### config.mk
export PLATFORM = sky130hd
export DESIGN_NAME = grid_frequency_trip_monitor
export DESIGN_NICKNAME = d
export VERILOG_FILES = /design/src/hw/rtl/gftm_pkg.sv /design/src/hw/rtl/grid_frequency_trip_monitor.sv /design/src/hw/rtl/gftm_csr.sv /design/src/hw/rtl/gftm_core.sv
export SDC_FILE = /design/constraint.sdc
export NUM_CORES = 1
export LEC_CHECK = 0
export ABC_AREA = 1
export ABC_CLOCK_PERIOD_IN_PS = 4390
export BUFFER_PORTS_ARGS = -buffer_cell sky130_fd_sc_hd__clkbuf_2
export CAP_MARGIN = 20
export CORE_ASPECT_RATIO = 0.6
export CORE_UTILIZATION = 30
export CTS_CLUSTER_SIZE = 12
export DETAILED_ROUTE_END_ITERATION = 10
export GPL_TIMING_DRIVEN = 0
export PLACE_DENSITY = 0.42
export SLEW_MARGIN = 20
export SYNTH_ARGS = -nofsm -noshare
export SYNTH_HDL_FRONTEND = slang
export SYNTH_HIERARCHICAL = 1
export SYNTH_SLANG_ARGS = --single-unit
### constraint.sdc
create_clock -name clock -period 4.39 [get_ports clock]
set_clock_uncertainty 0.2 [all_clocks]
set_input_delay 0.439 -clock clock [delete_from_list [all_inputs] [get_ports clock]]
set_output_delay 0.439 -clock clock [all_outputs]
set_load 0.02 [all_outputs]
### src/hw/rtl/gftm_pkg.sv
// Package for the grid frequency trip monitor: shared widths, register
// indexes and the structs passed between the register file, core and top.
// No dependencies.
package gftm_pkg;

   localparam int SAMPLE_WIDTH = 16;
   localparam int LIMIT_WIDTH  = 16;
   localparam int COUNT_WIDTH  = 16;
   localparam int TIME_WIDTH   = 16;
   localparam int CSR_WIDTH    = 32;
   localparam int INDEX_WIDTH  = 3;
   localparam int RSP_WIDTH    = 8;
   // Compares are done at a width that holds both a sample and a limit.
   localparam int CMP_WIDTH    = (SAMPLE_WIDTH > LIMIT_WIDTH) ? SAMPLE_WIDTH : LIMIT_WIDTH;

   typedef logic [SAMPLE_WIDTH-1:0] sample_type;
   typedef logic [LIMIT_WIDTH-1:0]  limit_type;
   typedef logic [COUNT_WIDTH-1:0]  count_type;
   typedef logic [TIME_WIDTH-1:0]   ticks_type;
   typedef logic [CMP_WIDTH-1:0]    cmp_type;

   typedef enum logic [INDEX_WIDTH-1:0] {
      REG_OVER_LIMITS     = 3'd0,
      REG_UNDER_LIMITS    = 3'd1,
      REG_RECOVERY_WINDOW = 3'd2,
      REG_OVER1_TRIP      = 3'd3,
      REG_OVER2_TRIP      = 3'd4,
      REG_UNDER1_TRIP     = 3'd5,
      REG_UNDER2_TRIP     = 3'd6,
      REG_RECOVERY_TIME   = 3'd7
   } reg_index_type;

   typedef struct packed {
      limit_type over1_limit;
      limit_type over2_limit;
      limit_type under1_limit;
      limit_type under2_limit;
      limit_type window_low;
      limit_type window_high;
      ticks_type over1_trip_time;
      ticks_type over2_trip_time;
      ticks_type under1_trip_time;
      ticks_type under2_trip_time;
      ticks_type recovery_time;
   } cfg_type;

   typedef struct packed {
      count_type under1_count;
      count_type under2_count;
      count_type over1_count;
      count_type over2_count;
      count_type recovery_count;
   } count_set_type;

endpackage

### src/hw/rtl/grid_frequency_trip_monitor.sv
// Top level of the grid frequency trip monitor: input register, decision
// core, result register and configuration register file.
// Depends on gftm_pkg, gftm_csr and gftm_core.
//
//   Channel  Direction  Handshake             Payload
//   req      in         req_tvalid/tready     tdata: frequency; tuser: fault_active
//   rsp      out        rsp_tvalid/tready     tdata: fault (bit 0)
//   csr      in         csr_valid/csr_ready   csr_index, csr_data
//
// Each sample word is captured in an input register, judged by the core and
// written to the result register, from which its result word is presented;
// one word is accepted per cycle while the result side does not stall.
// Reset is synchronous and clears all valid flags, tick counters and
// configuration registers (over limits to all ones, everything else to zero).
// A stall on the result side holds the result register; the input register
// still takes one more word, then req_tready drops until the result leaves.
// Configuration writes are always accepted.
module grid_frequency_trip_monitor (
   input  logic                               clock,
   input  logic                               reset,
   // Sample channel.
   input  logic                               req_tvalid,
   output logic                               req_tready,
   input  logic [gftm_pkg::SAMPLE_WIDTH-1:0]  req_tdata,  // [15:0] frequency
   input  logic                               req_tuser,  // [0] fault_active
   // Result channel.
   output logic                               rsp_tvalid,
   input  logic                               rsp_tready,
   output logic [gftm_pkg::RSP_WIDTH-1:0]     rsp_tdata,  // [0] fault, rest zero
   // Configuration write channel.
   input  logic                               csr_valid,
   output logic                               csr_ready,
   input  logic [gftm_pkg::INDEX_WIDTH-1:0]   csr_index,
   input  logic [gftm_pkg::CSR_WIDTH-1:0]     csr_data
);
   import gftm_pkg::*;

   cfg_type       cfg;
   count_set_type counts;

   // Input register holding one accepted sample word.
   logic       in_valid_ff;
   sample_type in_freq_ff;
   logic       in_latched_ff;

   // Result register.
   logic       out_valid_ff;
   logic       out_fault_ff;

   logic       out_free;
   logic       step;
   logic       fault;

   // The result register can take a new word when it is empty or its word
   // is leaving in this cycle; a held word in the input register then moves.
   assign out_free   = !out_valid_ff || rsp_tready;
   assign step       = in_valid_ff && out_free;
   assign req_tready = !in_valid_ff || out_free;

   assign rsp_tvalid = out_valid_ff;
   assign rsp_tdata  = {{(RSP_WIDTH-1){1'b0}}, out_fault_ff};

   gftm_csr u_csr (
      .clock     (clock),
      .reset     (reset),
      .csr_valid (csr_valid),
      .csr_ready (csr_ready),
      .csr_index (csr_index),
      .csr_data  (csr_data),
      .cfg       (cfg)
   );

   gftm_core u_core (
      .clock        (clock),
      .reset        (reset),
      .step         (step),
      .frequency    (in_freq_ff),
      .fault_active (in_latched_ff),
      .cfg          (cfg),
      .fault        (fault),
      .counts       (counts)
   );

   always_ff @(posedge clock) begin
      if (reset) begin
         in_valid_ff <= 1'b0;
      end else if (req_tready) begin
         in_valid_ff <= req_tvalid;
      end
   end

   // Payload registers carry no reset.
   always_ff @(posedge clock) begin
      if (req_tready && req_tvalid) begin
         in_freq_ff    <= req_tdata;
         in_latched_ff <= req_tuser;
      end
   end

   always_ff @(posedge clock) begin
      if (reset) begin
         out_valid_ff <= 1'b0;
      end else if (out_free) begin
         out_valid_ff <= in_valid_ff;
      end
   end

   always_ff @(posedge clock) begin
      if (step) begin
         out_fault_ff <= fault;
      end
   end

   // Each judged word reaches the result register in the next cycle.
   assert property (@(posedge clock) disable iff (reset)
      step |=> rsp_tvalid)
      else $error("judged sample word did not reach the result register");

   // A full input stage behind a stalled result must hold off new words.
   assert property (@(posedge clock) disable iff (reset)
      (in_valid_ff && rsp_tvalid && !rsp_tready) |-> !req_tready)
      else $error("sample word accepted while both stages are held");

   // Under and over counters are never running at the same time.
   assert property (@(posedge clock) disable iff (reset)
      !(((counts.under1_count != '0) || (counts.under2_count != '0)) &&
        ((counts.over1_count != '0) || (counts.over2_count != '0))))
      else $error("under and over tick counters both nonzero");

   // Counters only move when a word is judged.
   assert property (@(posedge clock) disable iff (reset)
      !$past(step) && !$past(reset) |-> $stable(counts))
      else $error("tick counters changed with no sample word judged");

endmodule

### src/hw/rtl/gftm_csr.sv
// Configuration register file of the grid frequency trip monitor.
// Depends on gftm_pkg.
module gftm_csr (
   input  logic                          clock,
   input  logic                          reset,
   input  logic                          csr_valid,
   output logic                          csr_ready,
   input  logic [gftm_pkg::INDEX_WIDTH-1:0] csr_index,
   input  logic [gftm_pkg::CSR_WIDTH-1:0]   csr_data,
   output gftm_pkg::cfg_type             cfg
);
   import gftm_pkg::*;

   cfg_type cfg_ff;
   cfg_type cfg_in;

   assign csr_ready = 1'b1;
   assign cfg       = cfg_ff;

   always_comb begin
      cfg_in = cfg_ff;
      if (csr_valid) begin
         unique case (reg_index_type'(csr_index))
            REG_OVER_LIMITS: begin
               cfg_in.over1_limit = csr_data[LIMIT_WIDTH-1:0];
               cfg_in.over2_limit = csr_data[2*LIMIT_WIDTH-1:LIMIT_WIDTH];
            end
            REG_UNDER_LIMITS: begin
               cfg_in.under1_limit = csr_data[LIMIT_WIDTH-1:0];
               cfg_in.under2_limit = csr_data[2*LIMIT_WIDTH-1:LIMIT_WIDTH];
            end
            REG_RECOVERY_WINDOW: begin
               cfg_in.window_low  = csr_data[LIMIT_WIDTH-1:0];
               cfg_in.window_high = csr_data[2*LIMIT_WIDTH-1:LIMIT_WIDTH];
            end
            REG_OVER1_TRIP:    cfg_in.over1_trip_time  = csr_data[TIME_WIDTH-1:0];
            REG_OVER2_TRIP:    cfg_in.over2_trip_time  = csr_data[TIME_WIDTH-1:0];
            REG_UNDER1_TRIP:   cfg_in.under1_trip_time = csr_data[TIME_WIDTH-1:0];
            REG_UNDER2_TRIP:   cfg_in.under2_trip_time = csr_data[TIME_WIDTH-1:0];
            REG_RECOVERY_TIME: cfg_in.recovery_time    = csr_data[TIME_WIDTH-1:0];
            default: ;
         endcase
      end
   end

   always_ff @(posedge clock) begin
      if (reset) begin
         cfg_ff <= '{over1_limit: '1, over2_limit: '1, default: '0};
      end else begin
         cfg_ff <= cfg_in;
      end
   end

endmodule

### src/hw/rtl/gftm_core.sv
// Decision logic and tick counters of the grid frequency trip monitor.
// Depends on gftm_pkg.
module gftm_core (
   input  logic                  clock,
   input  logic                  reset,
   input  logic                  step,
   input  gftm_pkg::sample_type  frequency,
   input  logic                  fault_active,
   input  gftm_pkg::cfg_type     cfg,
   output logic                  fault,
   output gftm_pkg::count_set_type counts
);
   import gftm_pkg::*;

   count_set_type cnt_ff;
   count_set_type cnt_in;
   count_set_type bumped;
   cmp_type       f;

   assign counts = cnt_ff;
   assign f      = cmp_type'(frequency);

   always_comb begin
      bumped.under1_count   = cnt_ff.under1_count + 1'b1;
      bumped.under2_count   = cnt_ff.under2_count + 1'b1;
      bumped.over1_count    = cnt_ff.over1_count + 1'b1;
      bumped.over2_count    = cnt_ff.over2_count + 1'b1;
      bumped.recovery_count = cnt_ff.recovery_count + 1'b1;
   end

   always_comb begin
      cnt_in = cnt_ff;
      fault  = 1'b0;
      if (!fault_active) begin
         if (f < cmp_type'(cfg.under2_limit)) begin
            cnt_in.under1_count = bumped.under1_count;
            cnt_in.under2_count = bumped.under2_count;
            cnt_in.over1_count  = '0;
            cnt_in.over2_count  = '0;
            if (bumped.under2_count >= cfg.under2_trip_time) begin
               cnt_in.under1_count = '0;
               cnt_in.under2_count = '0;
               fault               = 1'b1;
            end
         end else if (f < cmp_type'(cfg.under1_limit)) begin
            cnt_in.under1_count = bumped.under1_count;
            cnt_in.under2_count = '0;
            cnt_in.over1_count  = '0;
            cnt_in.over2_count  = '0;
            if (bumped.under1_count >= cfg.under1_trip_time) begin
               cnt_in.under1_count = '0;
               fault               = 1'b1;
            end
         end else if (f > cmp_type'(cfg.over2_limit)) begin
            cnt_in.under1_count = '0;
            cnt_in.under2_count = '0;
            cnt_in.over1_count  = bumped.over1_count;
            cnt_in.over2_count  = bumped.over2_count;
            if (bumped.over2_count >= cfg.over2_trip_time) begin
               cnt_in.over1_count = '0;
               cnt_in.over2_count = '0;
               fault              = 1'b1;
            end
         end else if (f > cmp_type'(cfg.over1_limit)) begin
            cnt_in.under1_count = '0;
            cnt_in.under2_count = '0;
            cnt_in.over1_count  = bumped.over1_count;
            cnt_in.over2_count  = '0;
            if (bumped.over1_count >= cfg.over1_trip_time) begin
               cnt_in.over1_count = '0;
               fault              = 1'b1;
            end
         end else begin
            cnt_in.under1_count = '0;
            cnt_in.under2_count = '0;
            cnt_in.over1_count  = '0;
            cnt_in.over2_count  = '0;
         end
      end else begin
         fault = 1'b1;
         if ((f > cmp_type'(cfg.window_low)) && (f < cmp_type'(cfg.window_high))) begin
            cnt_in.recovery_count = bumped.recovery_count;
            if (bumped.recovery_count >= cfg.recovery_time) begin
               cnt_in.recovery_count = '0;
               fault                 = 1'b0;
            end
         end else begin
            cnt_in.recovery_count = '0;
         end
      end
   end

   always_ff @(posedge clock) begin
      if (reset) begin
         cnt_ff <= '0;
      end else if (step) begin
         cnt_ff <= cnt_in;
      end
   end

endmodule

Word-level counts from Yosys, hierarchy flattened:

Cells that the tools add are included.

* register bits after elaboration: 276
* input bits: 57

* add/subtract/negate cells: 5
* order comparisons: 11
* equality and inequality tests: 7
* muxes and demuxes: 21
* bitwise operators: 1
* reduce and logical (&&, ||, !) cells: 18

Operators with widths (number)
* $mux 64: 3
* $mux 32: 3
* $add 16x1->16 const B: 5
* $ge 16x16->1: 5
* $mux 16: 4
* $gt 16x16->1: 3
* $lt 16x16->1: 3
* $reduce_and 2->1: 10
* $eq 3x3->1 const B: 4
* $mux 1: 11
* $eq 3x2->1 const B: 2
* $eq 3x1->1 const B: 1
* $logic_and 1x1->1: 3
* $logic_not 3->1: 1
* $logic_not 1->1: 2
* $logic_or 1x1->1: 2
* $not 1->1: 1

Logic depth before layout (Yosys ltp):

* depth after elaboration: 8
* gate-level depth with buffers: 22

By module:

The synthesis kept the hierarchy.

By module, submodules not included
* gftm_core: times used 1, cells each 1359, area an instance 9207.6 µm²
* gftm_csr: times used 1, cells each 971, area an instance 6765.2 µm²
* grid_frequency_trip_monitor: times used 1, cells each 39, area an instance 695.7 µm²

Least setup slack after synthesis:

No wires, ideal clock.

* path type: register -> register
* start: reg u_core.cnt_ff (netlist bit u_core/counts[0])
* end: reg out_fault_ff (data pin)
* arrival time: 2.700 ns
* data required time: 3.936 ns
* path slack: 1.236 ns
* cell stages (with the launch flop): 20
* path through: dfxtp_1 -> ha_1 -> nand3_2 -> nor3_2 -> nand3_1 -> nor2_2 -> inv_2 -> nor2_2 -> xnor2_1 -> inv_1 -> ha_1 -> nand2_1 -> inv_1 -> nand3_1 -> nor3_1 -> nand3_1 -> nand3_1 -> buf_2 -> nand3_1 -> o21a_1

* longest elaborated chain between the ends: 5

Ends and longest elaborated chain
* start, declared: line gftm_core.sv:15 `count_set_type cnt_ff;`
* start signal, assigned: line gftm_core.sv:97 `cnt_ff <= cnt_in;`
* $add 16x1->16: line gftm_core.sv:28 `bumped.recovery_count = cnt_ff.recovery_count + 1'b1;`
* $ge 16x16->1: line gftm_core.sv:83 `if (bumped.recovery_count >= cfg.recovery_time) begin`
* $mux 1: line gftm_core.sv:83
* $mux 1: line gftm_core.sv:81 `if ((f > cmp_type'(cfg.window_low)) && (f < cmp_type'(cfg.window_high))) begin`
* $mux 1: line gftm_core.sv:34 `if (!fault_active) begin`
* named net fault: line grid_frequency_trip_monitor.sv:52 `logic fault;`
* end signal, assigned: line grid_frequency_trip_monitor.sv:110 `out_fault_ff <= fault;`
* end, declared: line grid_frequency_trip_monitor.sv:48 `logic out_fault_ff;`

The timed path passes the listed nets, and every way through them passes these cells.
A chain may end at the register's enable or synchronous reset.

Worst setup path in the final report:

* start: reg u_core.cnt_ff (netlist bit u_core/counts[48])
* end: reg u_core.cnt_ff (netlist bit u_core/counts[61])

* longest elaborated chain between the ends: 4

Ends and longest elaborated chain
* $add 16x1->16 *: line gftm_core.sv:25 `bumped.under2_count = cnt_ff.under2_count + 1'b1;`
* $ge 16x16->1: line gftm_core.sv:40 `if (bumped.under2_count >= cfg.under2_trip_time) begin`
* $mux 32 *: line gftm_core.sv:40
* $mux 64 *: line gftm_core.sv:35 `if (f < cmp_type'(cfg.under2_limit)) begin`

Every way passes the cells marked *; elsewhere a longest branch is shown, timed or not.

==> run summary <==
Cells after synthesis: 2,369
Placement row count: 66
Crit. End Element: flop
Post-Route WL: 57.10 mm
Crit path DAT: 4.18 ns
Seq/Total Area, Yosys: 34.23%
Mean Syn Cell Area: 7.036 µm²
Total number of vias: 15,410
P_leak: 8.937 nW
Max Slew Vio Count: 0
Hold Crit Class: input pin to flop
H-tree depth: 2
Status: finished clean
Reg2Reg Launch Point: u_core/counts[48]
Max Clock Freq: 254.2 MHz
All-layer global routing usage: 20.31%
Endpoints failing setup: 0
Unique masters post-synth: 50
I/O Buffers: 59
Final Hold Fails: 0
Vias in the first global route: 14,100
Avg WL per Cell: 17.49 µm
Unrepaired setup endpoints after global routing: no
Core box area: 0.05450 mm²
First-pass GRT wire length: 86.63 mm
Crit share post-route: 89.61%
Maximum fanout along the worst path: 10
WHS Path Cells: 5
Pre-CTS WS: 0.1123 ns
Worst hold start: csr_index[1]
Largest net degree at the start of global routing: 18
Share of cells above drive strength 1: 9.761%
Worst R2R Setup Slack: 0.46 ns
Ys flop type: dfxtp_1
GP Congestion: 0.8886
Die Span Y: 184.6 µm
Ys async rst share: 0%
Min Tclk post-route: 3.934 ns
Cell Area, Synth: 0.01667 mm²
Post-synth EDFFs: 18
Die ar.: 0.05654 mm²
Setup TNS: 0 ns
Die W: 306.3 µm
Type of the worst setup path: flop to flop
Initial antenna violation count: 1
Post-synth top area share: 30.99%
MaxCap Viol Count: 0
Crit path to: u_core/counts[61]
DR pass1 iterations: 5
Area contributors post-synth: dfxtp_1, ha_1, nand2_1
Pin slew with the least headroom to its limit: 0.9960 ns
Fin nets: 2,760
Hold WS: 0.2227 ns
Tot Pwr: 6.511 mW
Headroom to the max-slew limit: 33.60%
Antenna Nets Post-Route: 0
Worst-path clk slew: 0.06 ns
# IOs: 68
Worst Setup SP: u_core/counts[48]
CTS Root Cell: clkbuf_16
Post-detail-place hpwl: 44.19 mm
Crit start category: flop
Register bit count reported by yosys: 276
Clock sinks: 276
Vias per cell: 4.720
Depth of the worst register-to-register path: 20
Largest area contributor in the netlist: dfxtp_1
Syn. warnings: 6
Worst r2r dst: u_core/counts[61]
Effective utilization at floorplan: 30.58%
DR DRC count: 0
DR iter-0 viols: 1,135
CTS tree: done
GRT Residual Overflow: 0
CTS Buffer Depth: 3
Area delta synth->final: 17.78%
Setup ws final: 0.4560 ns
Worst Path Required: 4.64 ns
Clock insertion delay at the later pin of the skew report: 0.54 ns
Diodes inserted: 0
Worst vdd ir: 0.2286 mV
PwrDens: 331.7 mW/mm²
Num CTS Buffers: 34
[layout by cell type, fill, tap and decap left out, drive strengths merged, types with 8 or more instances in the layout]
cell	netlist	final
nand2	524	524
nor2	385	385
inv	322	322
dfxtp	258	258
nand3	239	239
ha	178	178
a21oi	167	167
clkbuf	38	143
buf	62	64
dlygate4sd3	0	53
xor2	52	52
o21ai	34	34
nand4	28	28
nor3	21	21
edfxtp	18	18
xnor2	13	13
clkinv	2	12
conb	2	8
[cell usage after synthesis, types with 2 or more instances]
| cell | instances |
|---|---|
| nor2_2 | 8 |
| inv_2 | 10 |
| o21a_1 | 5 |
| o21bai_1 | 3 |
| a21oi_2 | 13 |
| xnor2_1 | 8 |
| ha_1 | 178 |
| buf_6 | 2 |
| nor4_2 | 2 |
| nor3b_2 | 3 |
| xnor2_2 | 5 |
| o21ai_1 | 7 |
| xor2_1 | 52 |
| nand2_2 | 13 |
| buf_1 | 15 |
| buf_4 | 20 |
| nor2_4 | 2 |
| buf_2 | 25 |
| nor3_4 | 6 |
| nand3_2 | 11 |
| a21oi_1 | 153 |
| nand3_1 | 228 |
| o21ai_0 | 26 |
| a21o_1 | 3 |
| clkbuf_1 | 38 |
| nor3_1 | 11 |
| conb_1 | 2 |
| inv_1 | 312 |
| nand2_1 | 510 |
| dfxtp_1 | 258 |
| nor2_1 | 375 |
| nand4_1 | 27 |
| edfxtp_1 | 18 |
| nor3_2 | 4 |
[worst max-delay path, stage by stage, from the launching register on]
cell and delay (ns):
dfxtp_1 0.48, ha_1 0.24, nand3_1 0.14, nor3b_2 0.24
nand3_1 0.16, nor2_2 0.20, nand3_1 0.11, xor2_1 0.18
inv_2 0.05, ha_1 0.27, nand2_1 0.08, o21ai_0 0.12
a21oi_1 0.14, nand2_1 0.08, nor2_2 0.27, inv_2 0.12
nor3_4 0.21, buf_12 0.16, buf_4 0.17, nand2_1 0.08
a21oi_1 0.12
[power by group]
group | total [mW] | switching [mW] | internal [mW]
clock network | 3.02 | 1.20 | 1.83
registers | 2.66 | 0.0623 | 2.60
logic | 0.823 | 0.560 | 0.263
total | 6.51 | 1.82 | 4.69
[worst min path at each step]
stage | to
finish | u_csr/cfg[48]
global route | u_csr/cfg[51]
CTS | u_csr/cfg[52]
detailed placement | u_csr/cfg[164]
global placement | u_csr/cfg[163]
floorplan | u_csr/cfg[145]
[logic make-up after synthesis]
logic type / share of synthesized area [%]
flip-flops: 34.23
multiplexers: 0.06005
buffers and inverters: 10.28
XOR/XNOR: 3.641
other: 0.04506
adder cells (fa/ha/maj): 13.36
AO/OA/AOI/OAI: 7.101
AND/OR/NAND/NOR: 31.28
[routing by layer]
metal / up-vias / GRT usage (%) / part of all wire (%)
met5: - / 0 / 0
met4: 0 / 3.780 / 1.4
met2: 346 / 25.85 / 35
li1: 7821 / - / -
met3: 52 / 3.024 / 5.9
met1: 7192 / 34.08 / 58
[sequential cells by signal (all words and copies together), names as in the netlist]
signal         flops
u_core/counts     80
u_csr/cfg        176
in_latched_ff      1
in_freq_ff        16
in_valid_ff        1
out_fault_ff       1
rsp_tvalid         1
[timing repair]
item | in CTS | in global routing
resized for setup | 0 | 1
endpoints found under the hold margin | 51 | 0
setup buffers | 0 | 2
hold buffers | 53 | 0
endpoints found under the setup margin | 0 | 26
[metrics by stage]
step | utilization (%) | instances | cell area [µm²]
after floorplan | - | 2375 | 16690
after global placement | 32.81 | 3148 | 17880
after detailed placement | 32.81 | 3148 | 17880
after CTS | 35.97 | 3263 | 19600
after global routing | 36.02 | 3265 | 19630
final | 36.02 | 3265 | 19630
[final cells by class]
cell class,count,area [µm²]
well taps,714,893.4
inverters,324,1217
clock inverters,16,161.4
flip-flops and latches,276,5705
repair buffers,114,853.3
multi-input cells,1675,9274
clock buffers,46,1031
fillers,5841,34870
plain buffers,100,496.7
Power figures use the tool's default switching activity.
